<file path="src/ple_pkg.sv">
`timescale 1ns / 1ps
// ----------------------------------------------------------------------------
// Positional list engine package
// Shared widths, request and status codes, and the per-cell control word.
// ----------------------------------------------------------------------------
package ple_pkg;

   // Fixed field widths of the request and response items.
   localparam int KIND_W   = 2;
   localparam int POS_W    = 5;
   localparam int ITEM_W   = 32;
   localparam int STATUS_W = 2;
   localparam int COUNT_W  = 5;

   // Default number of list entries.
   localparam int DEF_CAPACITY = 16;

   // Request kinds.
   typedef enum logic [KIND_W-1:0] {
      REQ_INSERT  = 2'd0,
      REQ_REMOVE  = 2'd1,
      REQ_READ    = 2'd2,
      REQ_UNKNOWN = 2'd3
   } req_kind_type;

   // Response status codes.
   typedef enum logic [STATUS_W-1:0] {
      ST_OK      = 2'd0,
      ST_BAD_POS = 2'd1,
      ST_FULL    = 2'd2
   } status_type;

   // What a cell loads at the next clock edge.
   typedef enum logic [1:0] {
      CELL_HOLD,
      CELL_LOAD,
      CELL_FROM_PREV,
      CELL_FROM_NEXT
   } cell_op_type;

   // Control word sent from the list controller to each cell.
   typedef struct packed {
      cell_op_type op;
      logic        read_sel;
   } cell_ctrl_type;

endpackage

</file>
<file path="src/ple_if.sv">
`timescale 1ns / 1ps
// ----------------------------------------------------------------------------
// Positional list engine channels
// Valid/ready channels for request items and response items.
// ----------------------------------------------------------------------------
interface ple_req_if
   import ple_pkg::*;
();
   logic              valid;
   logic              ready;
   logic [KIND_W-1:0] req_type;
   logic [POS_W-1:0]  position;
   logic [ITEM_W-1:0] item_data;

   modport source (output valid, output req_type, output position, output item_data,
                   input ready);
   modport sink   (input valid, input req_type, input position, input item_data,
                   output ready);
endinterface

interface ple_rsp_if
   import ple_pkg::*;
();
   logic                valid;
   logic                ready;
   logic [ITEM_W-1:0]   item_out;
   logic [STATUS_W-1:0] status;
   logic [COUNT_W-1:0]  count;
   logic                is_empty;

   modport source (output valid, output item_out, output status, output count,
                   output is_empty, input ready);
   modport sink   (input valid, input item_out, input status, input count,
                   input is_empty, output ready);
endinterface

</file>
<file path="src/ple_cell.sv">
`timescale 1ns / 1ps
// ----------------------------------------------------------------------------
// Positional list cell
// Holds one list entry; loads new data or a neighbor's entry, or holds.
// ----------------------------------------------------------------------------
module ple_cell
   import ple_pkg::*;
(
   input  logic              clock,
   input  cell_ctrl_type     ctrl,
   input  logic [ITEM_W-1:0] new_data,
   input  logic [ITEM_W-1:0] prev_data,
   input  logic [ITEM_W-1:0] next_data,
   output logic [ITEM_W-1:0] data_out,
   output logic [ITEM_W-1:0] tap_out
);

   logic [ITEM_W-1:0] data_ff;
   logic [ITEM_W-1:0] data_in;

   // Pick the next entry value.
   always_comb begin
      unique case (ctrl.op)
         CELL_LOAD:      data_in = new_data;
         CELL_FROM_PREV: data_in = prev_data;
         CELL_FROM_NEXT: data_in = next_data;
         default:        data_in = data_ff;
      endcase
   end

   // Entry storage needs no reset; only written entries are ever read.
   always_ff @(posedge clock) begin
      data_ff <= data_in;
   end

   // The entry is passed to the read-out OR only when this cell is addressed.
   assign data_out = data_ff;
   assign tap_out  = ctrl.read_sel ? data_ff : '0;

endmodule

</file>
<file path="src/positional_list_engine_top.sv">
`timescale 1ns / 1ps
// ----------------------------------------------------------------------------
// Positional list engine
// Ordered list of item words with insert, remove and read at a position.
//
//   Channel  Direction  Handshake    Payload
//   req_if   in         valid/ready  req_type, position, item_data
//   rsp_if   out        valid/ready  item_out, status, count, is_empty
//
// All cells shift or hold in parallel, so one request per cycle is sustained
// while responses are taken.
// A response is held in an output register; a new request is accepted when
// that register is empty or is being drained in the same cycle.
// Reset clears the item count and the response valid flag; entries are not
// cleared and are read only after they were written.
// ----------------------------------------------------------------------------
module positional_list_engine_top
   import ple_pkg::*;
#(
   parameter int CAPACITY = DEF_CAPACITY
)(
   input logic       clock,
   input logic       reset,
   ple_req_if.sink   req_if,
   ple_rsp_if.source rsp_if
);

   localparam int CntW = $clog2(CAPACITY + 1);
   localparam int CmpW = (CntW > POS_W) ? CntW : POS_W;

   logic [CntW-1:0]     count_ff;
   logic [CntW-1:0]     count_in;
   logic                rsp_valid_ff;
   logic [ITEM_W-1:0]   rsp_item_ff;
   status_type          rsp_status_ff;
   logic [CntW-1:0]     rsp_count_ff;

   logic                accept;
   req_kind_type        kind;
   logic [CmpW-1:0]     pos_ext;
   logic [CmpW-1:0]     cnt_ext;
   logic                is_full;
   logic                do_ins;
   logic                do_rem;
   logic                do_out;
   status_type          status_val;
   logic [ITEM_W-1:0]   item_val;
   logic [ITEM_W-1:0]   read_val;

   cell_ctrl_type       cell_ctrl [CAPACITY];
   logic [ITEM_W-1:0]   cell_data [CAPACITY];
   logic [ITEM_W-1:0]   cell_tap  [CAPACITY];

   // Handshake: accept when the response register is free or draining.
   assign req_if.ready = !rsp_valid_ff || rsp_if.ready;
   assign accept       = req_if.valid && req_if.ready;

   assign kind    = req_kind_type'(req_if.req_type);
   assign pos_ext = CmpW'(req_if.position);
   assign cnt_ext = CmpW'(count_ff);
   assign is_full = (count_ff == CntW'(CAPACITY));

   // Read-out: OR of the addressed cell's tap.
   always_comb begin
      read_val = '0;
      for (int i = 0; i < CAPACITY; i++) begin
         read_val = read_val | cell_tap[i];
      end
   end

   // Request decode: range and capacity checks.
   always_comb begin
      do_ins     = 1'b0;
      do_rem     = 1'b0;
      do_out     = 1'b0;
      status_val = ST_BAD_POS;
      unique case (kind)
         REQ_INSERT: begin
            priority if (pos_ext > cnt_ext) begin
               status_val = ST_BAD_POS;
            end else if (is_full) begin
               status_val = ST_FULL;
            end else begin
               status_val = ST_OK;
               do_ins     = 1'b1;
            end
         end
         REQ_REMOVE: begin
            if (pos_ext < cnt_ext) begin
               status_val = ST_OK;
               do_out     = 1'b1;
               do_rem     = 1'b1;
            end
         end
         REQ_READ: begin
            if (pos_ext < cnt_ext) begin
               status_val = ST_OK;
               do_out     = 1'b1;
            end
         end
         default: begin
            status_val = ST_BAD_POS;
         end
      endcase
   end

   // The addressed entry is returned only by a good remove or read.
   assign item_val = do_out ? read_val : '0;

   // Next item count.
   always_comb begin
      count_in = count_ff;
      if (accept && do_ins) begin
         count_in = count_ff + CntW'(1);
      end else if (accept && do_rem) begin
         count_in = count_ff - CntW'(1);
      end
   end

   // Per-cell control: shift up above an insert, shift down from a remove.
   always_comb begin
      for (int i = 0; i < CAPACITY; i++) begin
         cell_ctrl[i].read_sel = (CmpW'(i) == pos_ext);
         cell_ctrl[i].op       = CELL_HOLD;
         if (accept && do_ins) begin
            if (CmpW'(i) > pos_ext) begin
               cell_ctrl[i].op = CELL_FROM_PREV;
            end else if (CmpW'(i) == pos_ext) begin
               cell_ctrl[i].op = CELL_LOAD;
            end
         end else if (accept && do_rem) begin
            if (CmpW'(i) >= pos_ext) begin
               cell_ctrl[i].op = CELL_FROM_NEXT;
            end
         end
      end
   end

   // Chain of cells, head at index zero.
   for (genvar g = 0; g < CAPACITY; g++) begin : g_cell
      logic [ITEM_W-1:0] prev_data;
      logic [ITEM_W-1:0] next_data;

      if (g == 0) begin : g_head
         assign prev_data = '0;
      end else begin : g_mid_prev
         assign prev_data = cell_data[g-1];
      end

      if (g == CAPACITY - 1) begin : g_tail
         assign next_data = '0;
      end else begin : g_mid_next
         assign next_data = cell_data[g+1];
      end

      ple_cell u_cell (
         .clock     (clock),
         .ctrl      (cell_ctrl[g]),
         .new_data  (req_if.item_data),
         .prev_data (prev_data),
         .next_data (next_data),
         .data_out  (cell_data[g]),
         .tap_out   (cell_tap[g])
      );
   end

   // Control state: item count and response valid flag.
   always_ff @(posedge clock) begin
      if (reset) begin
         count_ff     <= '0;
         rsp_valid_ff <= 1'b0;
      end else begin
         count_ff <= count_in;
         if (accept) begin
            rsp_valid_ff <= 1'b1;
         end else if (rsp_if.ready) begin
            rsp_valid_ff <= 1'b0;
         end
      end
   end

   // Response payload register.
   always_ff @(posedge clock) begin
      if (accept) begin
         rsp_item_ff   <= item_val;
         rsp_status_ff <= status_val;
         rsp_count_ff  <= count_in;
      end
   end

   // Response outputs; count carries its low bits only.
   assign rsp_if.valid    = rsp_valid_ff;
   assign rsp_if.item_out = rsp_item_ff;
   assign rsp_if.status   = rsp_status_ff;
   assign rsp_if.count    = COUNT_W'(CmpW'(rsp_count_ff));
   assign rsp_if.is_empty = (rsp_count_ff == '0);

endmodule

</file>
<file path="src/flat_wrapper.sv">
// flat-port wrapper written by rule: the top's interface ports become plain ports
module positional_list_engine_top_flat import ple_pkg::*;
#(
   parameter int CAPACITY = DEF_CAPACITY
)
  (clock, reset, req_if_valid, req_if_req_type, req_if_position, req_if_item_data, req_if_ready, rsp_if_valid, rsp_if_item_out, rsp_if_status, rsp_if_count, rsp_if_is_empty, rsp_if_ready);
  ple_req_if req_if_i ();
  ple_rsp_if rsp_if_i ();
  input logic clock;
  input logic reset;
  input wire logic [$bits(req_if_i.valid)-1:0] req_if_valid;
  input wire logic [$bits(req_if_i.req_type)-1:0] req_if_req_type;
  input wire logic [$bits(req_if_i.position)-1:0] req_if_position;
  input wire logic [$bits(req_if_i.item_data)-1:0] req_if_item_data;
  output wire logic [$bits(req_if_i.ready)-1:0] req_if_ready;
  output wire logic [$bits(rsp_if_i.valid)-1:0] rsp_if_valid;
  output wire logic [$bits(rsp_if_i.item_out)-1:0] rsp_if_item_out;
  output wire logic [$bits(rsp_if_i.status)-1:0] rsp_if_status;
  output wire logic [$bits(rsp_if_i.count)-1:0] rsp_if_count;
  output wire logic [$bits(rsp_if_i.is_empty)-1:0] rsp_if_is_empty;
  input wire logic [$bits(rsp_if_i.ready)-1:0] rsp_if_ready;
  assign req_if_i.valid = req_if_valid;
  assign req_if_i.req_type = req_if_req_type;
  assign req_if_i.position = req_if_position;
  assign req_if_i.item_data = req_if_item_data;
  assign req_if_ready = req_if_i.ready;
  assign rsp_if_valid = rsp_if_i.valid;
  assign rsp_if_item_out = rsp_if_i.item_out;
  assign rsp_if_status = rsp_if_i.status;
  assign rsp_if_count = rsp_if_i.count;
  assign rsp_if_is_empty = rsp_if_i.is_empty;
  assign rsp_if_i.ready = rsp_if_ready;
  positional_list_engine_top #(.CAPACITY(CAPACITY)) u_core (.clock(clock), .reset(reset), .req_if(req_if_i), .rsp_if(rsp_if_i));
endmodule
</file>
<file path="config.mk">
export PLATFORM = sky130hd
export DESIGN_NAME = positional_list_engine_top_flat
export DESIGN_NICKNAME = d
export VERILOG_FILES = /design/src/ple_pkg.sv /design/src/ple_if.sv /design/src/ple_cell.sv /design/src/positional_list_engine_top.sv /design/src/flat_wrapper.sv
export SDC_FILE = /design/constraint.sdc
export NUM_CORES = 1
export LEC_CHECK = 0
export ABC_AREA = 1
export BUFFER_PORTS_ARGS = -buffer_cell sky130_fd_sc_hd__buf_2
export CORE_MARGIN = 10
export CORE_UTILIZATION = 50
export CTS_BUF_LIST = sky130_fd_sc_hd__clkbuf_2 sky130_fd_sc_hd__clkbuf_4 sky130_fd_sc_hd__clkbuf_8
export DETAILED_ROUTE_END_ITERATION = 12
export PLACE_DENSITY_LB_ADDON = 0.1
export SYNTH_ARGS = -nofsm -noshare
export SYNTH_HDL_FRONTEND = slang
export SYNTH_HIERARCHICAL = 1
export SYNTH_SLANG_ARGS = --single-unit
</file>
<file path="constraint.sdc">
create_clock -name clock -period 3.9 [get_ports clock]
set_input_delay 0.195 -clock clock [delete_from_list [all_inputs] [get_ports clock]]
set_output_delay 0.195 -clock clock [all_outputs]
set_load 0.02 [all_outputs]
</file>
* After elaboration in Yosys (flattened, before gate mapping)
Index checks and enable logic that the tools add are counted.
** Storage, ports and cells
- Bits in registers :: 557
- Output and inout port bits :: 42
- Logic and storage cells :: 290
** Operators by class
- Add/sub/neg operators :: 2
- $lt $le $gt $ge :: 34
- Eq/ne operators :: 66
- Muxes and demuxes :: 126
- Bitwise gates (word level) :: 15
- Reductions and logical operators :: 26
** Operator list (count)
- $pmux W32 S3 :: 16
- $mux W32 :: 16
- $or A32 B32 Y32 :: 15
- $mux W2 :: 66
- $eq A2 B2 Y1 const B :: 33
- $reduce_bool A3 Y1 :: 16
- $eq A4 B5 Y1 const A :: 8
- $ge A4 B5 Y1 const A :: 8
- $gt A4 B5 Y1 const A :: 8
- $eq A2 B1 Y1 const B :: 17
- $mux W1 :: 25
- $eq A3 B5 Y1 const A :: 4
- $ge A3 B5 Y1 const A :: 4
- $gt A3 B5 Y1 const A :: 4
- $eq A2 B5 Y1 const A :: 2
- $ge A1 B5 Y1 const A :: 2
- $ge A2 B5 Y1 const A :: 2
- $gt A1 B5 Y1 const A :: 2
- $gt A2 B5 Y1 const A :: 2
- $logic_not A5 Y1 :: 2
- $mux W5 :: 2
- $add A5 B1 Y5 const B :: 1
- $eq A1 B5 Y1 const A :: 1
- $eq A5 B5 Y1 const B :: 1
- 10 further kinds :: 12

* Depth between registers and ports, before layout
- Word-level depth :: 17
- Depth in mapped cells :: 18
- Mapped depth without buffers :: 14

* By module
Netlist, hierarchy kept.
** Modules (own cells, without submodules)
- ple_cell :: instances 16, cells an instance 247, area each 2075.7 µm²
- positional_list_engine_top :: instances 1, cells an instance 472, area each 3644.7 µm²

* Worst setup path after synthesis
Ideal clock, no wire load.
- Path type :: register to register
- Start :: reg u_core.count_ff[2] (netlist: u_core/cnt_ext[2])
- End :: reg u_core.g_cell[7].u_cell.data_ff[0] (enable)
- Arrival :: 2681 ps
- Required time :: 3511 ps
- Path slack :: 829 ps
- Stages on the path, launching flop included :: 15
- Path buffers :: 3
- Period minus slack after synthesis :: 3071 ps
- Path through :: dfxtp_1 buf_4 inv_4 ha_1 nand2_1 nor2_2 nand2_1 nand3_1 nand2_2 nand2_4 buf_4 o21ai_0 inv_1 buf_2 nand2_1
** RTL lines
- start: declaration :: line positional_list_engine_top.sv:31 : logic [CntW-1:0] count_ff;
- start signal: assignment :: line positional_list_engine_top.sv:173 : count_ff <= count_in;
- end signal: assignment :: line ple_cell.sv:33 : data_ff <= data_in;
- end: declaration :: line ple_cell.sv:18 : logic [ITEM_W-1:0] data_ff;

==> run summary <==
The combinational family with the most area after synthesis is simple AND/OR/NAND/NOR gates. The total negative setup slack is 0 ns, and the adder-cell area share of the yosys netlist is 0.339%. In the final layout, flip-flops and latches occupy 16700 sq um. Leading register cell type out of synthesis: sky130_fd_sc_hd__edfxtp_1.

Summing all multi-input logic gate instances after layout gives 15500 sq um. Max-slew violation count: 0. Of all cell types, the one taking the most synthesized area is sky130_fd_sc_hd__edfxtp_1.

The synthesized design devotes to its leading area cell type 44.9% of total area. Clock-pin slew was measured on the worst setup and hold paths at 0.06 ns. For the count of H-tree levels built during CTS, the log shows 3. The share of layout cells above drive strength 1 was 14.9%; the parity-gate share of the synthesized area counting xor and xnor cells was 0.0951%.

The tools report the normalized max-slew margin as 34.0%. The via total after detailed routing was 32100. The placer's final routability congestion estimate is 0.881, and the source-to-sink clock delay at the later pin of the worst-skew pair is 0.73 ns. Setup repair after global routing left no endpoint under its margin.

In this run the critical register-to-register path is launched from u_core/cnt_ext[2]. Yosys mapped the design onto 32 distinct sky130hd cell types. The clock drives 557 sinks.

TritonCTS built the clock tree. For this design the static power due to leakage is 18.2 nW. For the pin with the worst max-slew slack, the measured transition is 0.989 ns. The tools report the number of failing setup endpoints in the final timing report as 0. The number of antenna violations at the first check in global routing came out at 2. Of all nets on the critical path, the largest fanout is 33. The startpoint identified for the worst hold timing path is req_if_item_data[15]. In this run the critical register-to-register path is captured at u_core/g_cell[1].u_cell/data_out[22]. For the violation count after the first detailed-route iteration, the log shows 3048. The worst-case IR drop observed on VDD is 0.000276 V. The filler cell count in the final layout was 7044; the number of buffers added on ports was 84. The net count of the finished layout was 4518; the hold violation count in the final report was 0.

Static timing analysis puts the maximum clock frequency at 285 MHz. The number of flip-flops and latches in the synthesized netlist was 557. The tools report the initial core utilization as 50.5%. Power spread over the standard cell area amounts to 345 nW/um^2.

The critical path is of the register to register type. The tools report the worst hold endpoint as u_core/g_cell[15].u_cell/data_out[15]. The die covers 85000 sq um. For this run, design rule violations remaining after detail routing come to 0.

STA classifies the critical path startpoint as a register. The tools report the count of boundary I/O pins as 85. Per-cell via count in the routed design: 5.83.

Entering global routing, the biggest net connects 65 pins. After floorplanning, the core was divided into 99 placement rows. The multiplexer share of the synthesized area was 0%.

In this run the register-to-register setup slack is 0.39 ns. The cell depth of the worst hold path is 3, and the arrival time of data at the critical path endpoint is 3.89 ns. The via count of the first global-routing pass is 31600, and the minimum clock period is 3.51 ns. Count of flip-flops with a built-in enable after synthesis: 551. The final worst-path cycle share works out to 90.1%. The vertical die dimension was 292 microns. The worst register-to-register path has a depth of 14. The combined area of all synthesized cells is 36900 sq um. The worst hold path belongs to the class primary input to register. The fraction of the mapped netlist area in compound gates is 0.923%, and the number of buffers added by the clock tree synthesis step is 102. The synthesized instance count was 4424; the sum of routed wire length over all layers was 122000 microns.

Residual antenna-violating net count after detailed routing: 0. The number of max-capacitance violations reported is 0. The post-synthesis average cell area is 8.33 sq um. STA puts the critical path data required time at 4.28 ns. Global routing finished with a remaining overflow of 0. The floorplan die width is 292 microns.

The flow ran to the end, and the final reports show no timing, DRC or antenna violations. From synthesis to final layout, the design area changed by 5.56%. The first-pass GRT wire length came out at 188000 microns. For this run, asynchronously set or reset flops after synthesis account for 0%. The Yosys step of the flow raised 6 warnings. The first detailed-routing pass ran for 8 iterations.

The wire length per cell works out to 22.2 microns. The most frequently used cell type in the post-synthesis netlist is sky130_fd_sc_hd__nand3_1. The clock passes through at most 3 buffers.

Master cell of the clock root buffer: sky130_fd_sc_hd__clkbuf_8. The clock arrives with 0.0238 ns of skew. After synthesis, flip-flops and latches occupy 45.2% of the total area.

In the post-synthesis netlist, the biggest area contributors are sky130_fd_sc_hd__edfxtp_1 45%, sky130_fd_sc_hd__nand3_1 18%, sky130_fd_sc_hd__nand2_1 11%, sky130_fd_sc_hd__nand3_2 6.5%, sky130_fd_sc_hd__inv_1 5.7%. The worst setup path is captured at a register. The simple-gate portion of the synthesized area was 39.2%; the global-route usage over all layers was 27.8%. By count the netlist is led by 1307 x sky130_fd_sc_hd__nand3_1, 1112 x sky130_fd_sc_hd__nand2_1, 558 x sky130_fd_sc_hd__inv_1, 551 x sky130_fd_sc_hd__edfxtp_1, 241 x sky130_fd_sc_hd__nand3_2. On the final layout, the worst hold slack is 0.0357 ns.

The core box area is 73000 sq um, and the half-perimeter wire length after detailed placement is 87600 microns.
==> critical path, cell delays in order (launching register included) <==
cell                      delay [ns]
sky130_fd_sc_hd__dfxtp_1        0.49
sky130_fd_sc_hd__inv_4          0.08
sky130_fd_sc_hd__ha_1           0.30
sky130_fd_sc_hd__nand2_1        0.08
sky130_fd_sc_hd__nor2_2         0.10
sky130_fd_sc_hd__nand2_1        0.10
sky130_fd_sc_hd__nand3_1        0.10
sky130_fd_sc_hd__nand2_2        0.07
sky130_fd_sc_hd__nand2_4        0.29
sky130_fd_sc_hd__buf_4          0.35
sky130_fd_sc_hd__nand3_1        0.23
sky130_fd_sc_hd__nand2_1        0.24
sky130_fd_sc_hd__inv_4          0.21
sky130_fd_sc_hd__nand2_1        0.15
sky130_fd_sc_hd__buf_4          0.34
==> logic make-up (layout without fill, tap and decap cells) <==
| family | count (synthesis) | after routing |
|---|---|---|
| AND/OR/NAND/NOR | 2876 | 2876 |
| buffers and inverters | 911 | 961 |
| flip-flops | 557 | 557 |
| AO/OA/AOI/OAI | 65 | 65 |
| adder cells (fa/ha/maj) | 10 | 10 |
| XOR/XNOR | 4 | 4 |
| other | 1 | 65 |
==> registers in the layout (all words and copies together), names as in the netlist <==
register and cells:
u_core/rsp_if.item_out 32, u_core/g_cell.u_cell/data_out 512, u_core/rsp_if.valid 1, u_core/cnt_ext 5, u_core/rsp_if.count 5, u_core/rsp_if.status 2
==> where the power goes <==
part / switching, mW / internal, mW
logic: 0.781 / 0.349
registers: 0.0926 / 6.74
clock network: 2.66 / 2.80
==> per-layer routing <==
layer	track usage [%]	up-vias	routed length, microns
li1	-	15000	-
met1	33.7	15500	47900
met2	48.3	1286	61200
met3	3.00	313	6370
met4	14.7	0	6660
met5	0	-	0
==> final cells by class <==
cell class | count | share of cell area (%)
antenna | 1 | 0.00643
clock buffer | 133 | 4.22
clock inverter | 43 | 0.608
inverter | 581 | 5.71
multi-input combinational | 3019 | 39.7
sequential | 557 | 42.8
tap | 959 | 3.08
timing repair buffer | 204 | 3.78
==> through the flow <==
stage	total power, mW	instances	worst slack [ns]	utilization (%)	cell area (sq um)
floorplan	7.67	4487	0.829	-	37100
global placement	8.05	5315	0.458	50.7	37000
detailed placement	8.07	5315	0.442	50.7	37000
CTS	13.5	5496	0.422	53.3	38900
global route	13.9	5497	0.139	53.3	38900
finish	13.4	5497	0.387	53.3	38900
==> worst max-delay path by stage <==
stage	startpoint	end	depth (start not counted)
3_5_place_dp	u_core/cnt_ext[2]	u_core/g_cell[1].u_cell/data_out[22]	14
5_1_grt	u_core/cnt_ext[2]	u_core/g_cell[1].u_cell/data_out[22]	14
4_1_cts	u_core/cnt_ext[2]	u_core/g_cell[1].u_cell/data_out[22]	14
2_1_floorplan	u_core/cnt_ext[2]	u_core/g_cell[7].u_cell/data_out[0]	14
6_report	u_core/cnt_ext[2]	u_core/g_cell[1].u_cell/data_out[22]	14
3_3_place_gp	u_core/cnt_ext[2]	u_core/g_cell[1].u_cell/data_out[22]	14
==> cell usage in the layout (no fill, tap or decap), types with 4 or more instances in the layout <==
cell type | Yosys | routed
sky130_fd_sc_hd__nand3_1 | 1307 | 1307
sky130_fd_sc_hd__nand2_1 | 1112 | 1111
sky130_fd_sc_hd__inv_1 | 558 | 557
sky130_fd_sc_hd__edfxtp_1 | 551 | 551
sky130_fd_sc_hd__nand3_2 | 241 | 241
sky130_fd_sc_hd__nor4_1 | 128 | 128
sky130_fd_sc_hd__buf_4 | 50 | 104
sky130_fd_sc_hd__clkbuf_8 | 0 | 103
sky130_fd_sc_hd__buf_2 | 102 | 84
sky130_fd_sc_hd__conb_1 | 1 | 64
sky130_fd_sc_hd__a21oi_1 | 43 | 40
sky130_fd_sc_hd__and3_1 | 32 | 32
sky130_fd_sc_hd__clkbuf_4 | 0 | 30
sky130_fd_sc_hd__clkinv_1 | 0 | 24
sky130_fd_sc_hd__inv_4 | 17 | 17
sky130_fd_sc_hd__nor2_1 | 28 | 16
sky130_fd_sc_hd__nor2_2 | 3 | 14
sky130_fd_sc_hd__clkinv_2 | 0 | 11
sky130_fd_sc_hd__buf_12 | 16 | 11
sky130_fd_sc_hd__nand2_2 | 9 | 10
sky130_fd_sc_hd__ha_1 | 10 | 10
sky130_fd_sc_hd__inv_2 | 6 | 7
sky130_fd_sc_hd__o21ai_2 | 0 | 7
sky130_fd_sc_hd__o22ai_4 | 0 | 7
sky130_fd_sc_hd__o21ai_4 | 0 | 6
sky130_fd_sc_hd__dfxtp_1 | 6 | 6
sky130_fd_sc_hd__dlygate4sd3_1 | 0 | 5
sky130_fd_sc_hd__inv_6 | 0 | 4
sky130_fd_sc_hd__nor2_4 | 3 | 4
sky130_fd_sc_hd__nand4_1 | 4 | 4
sky130_fd_sc_hd__xor2_1 | 4 | 4
sky130_fd_sc_hd__nor3_2 | 0 | 4
sky130_fd_sc_hd__a21oi_4 | 0 | 4
==> timing repair <==
action	in CTS	in global routing
endpoints found under the hold margin	7	0
hold buffers	5	0
buffers inserted	0	0
setup endpoints to repair	0	0
gates resized for setup	0	0
Power figures use the tool's default switching activity.
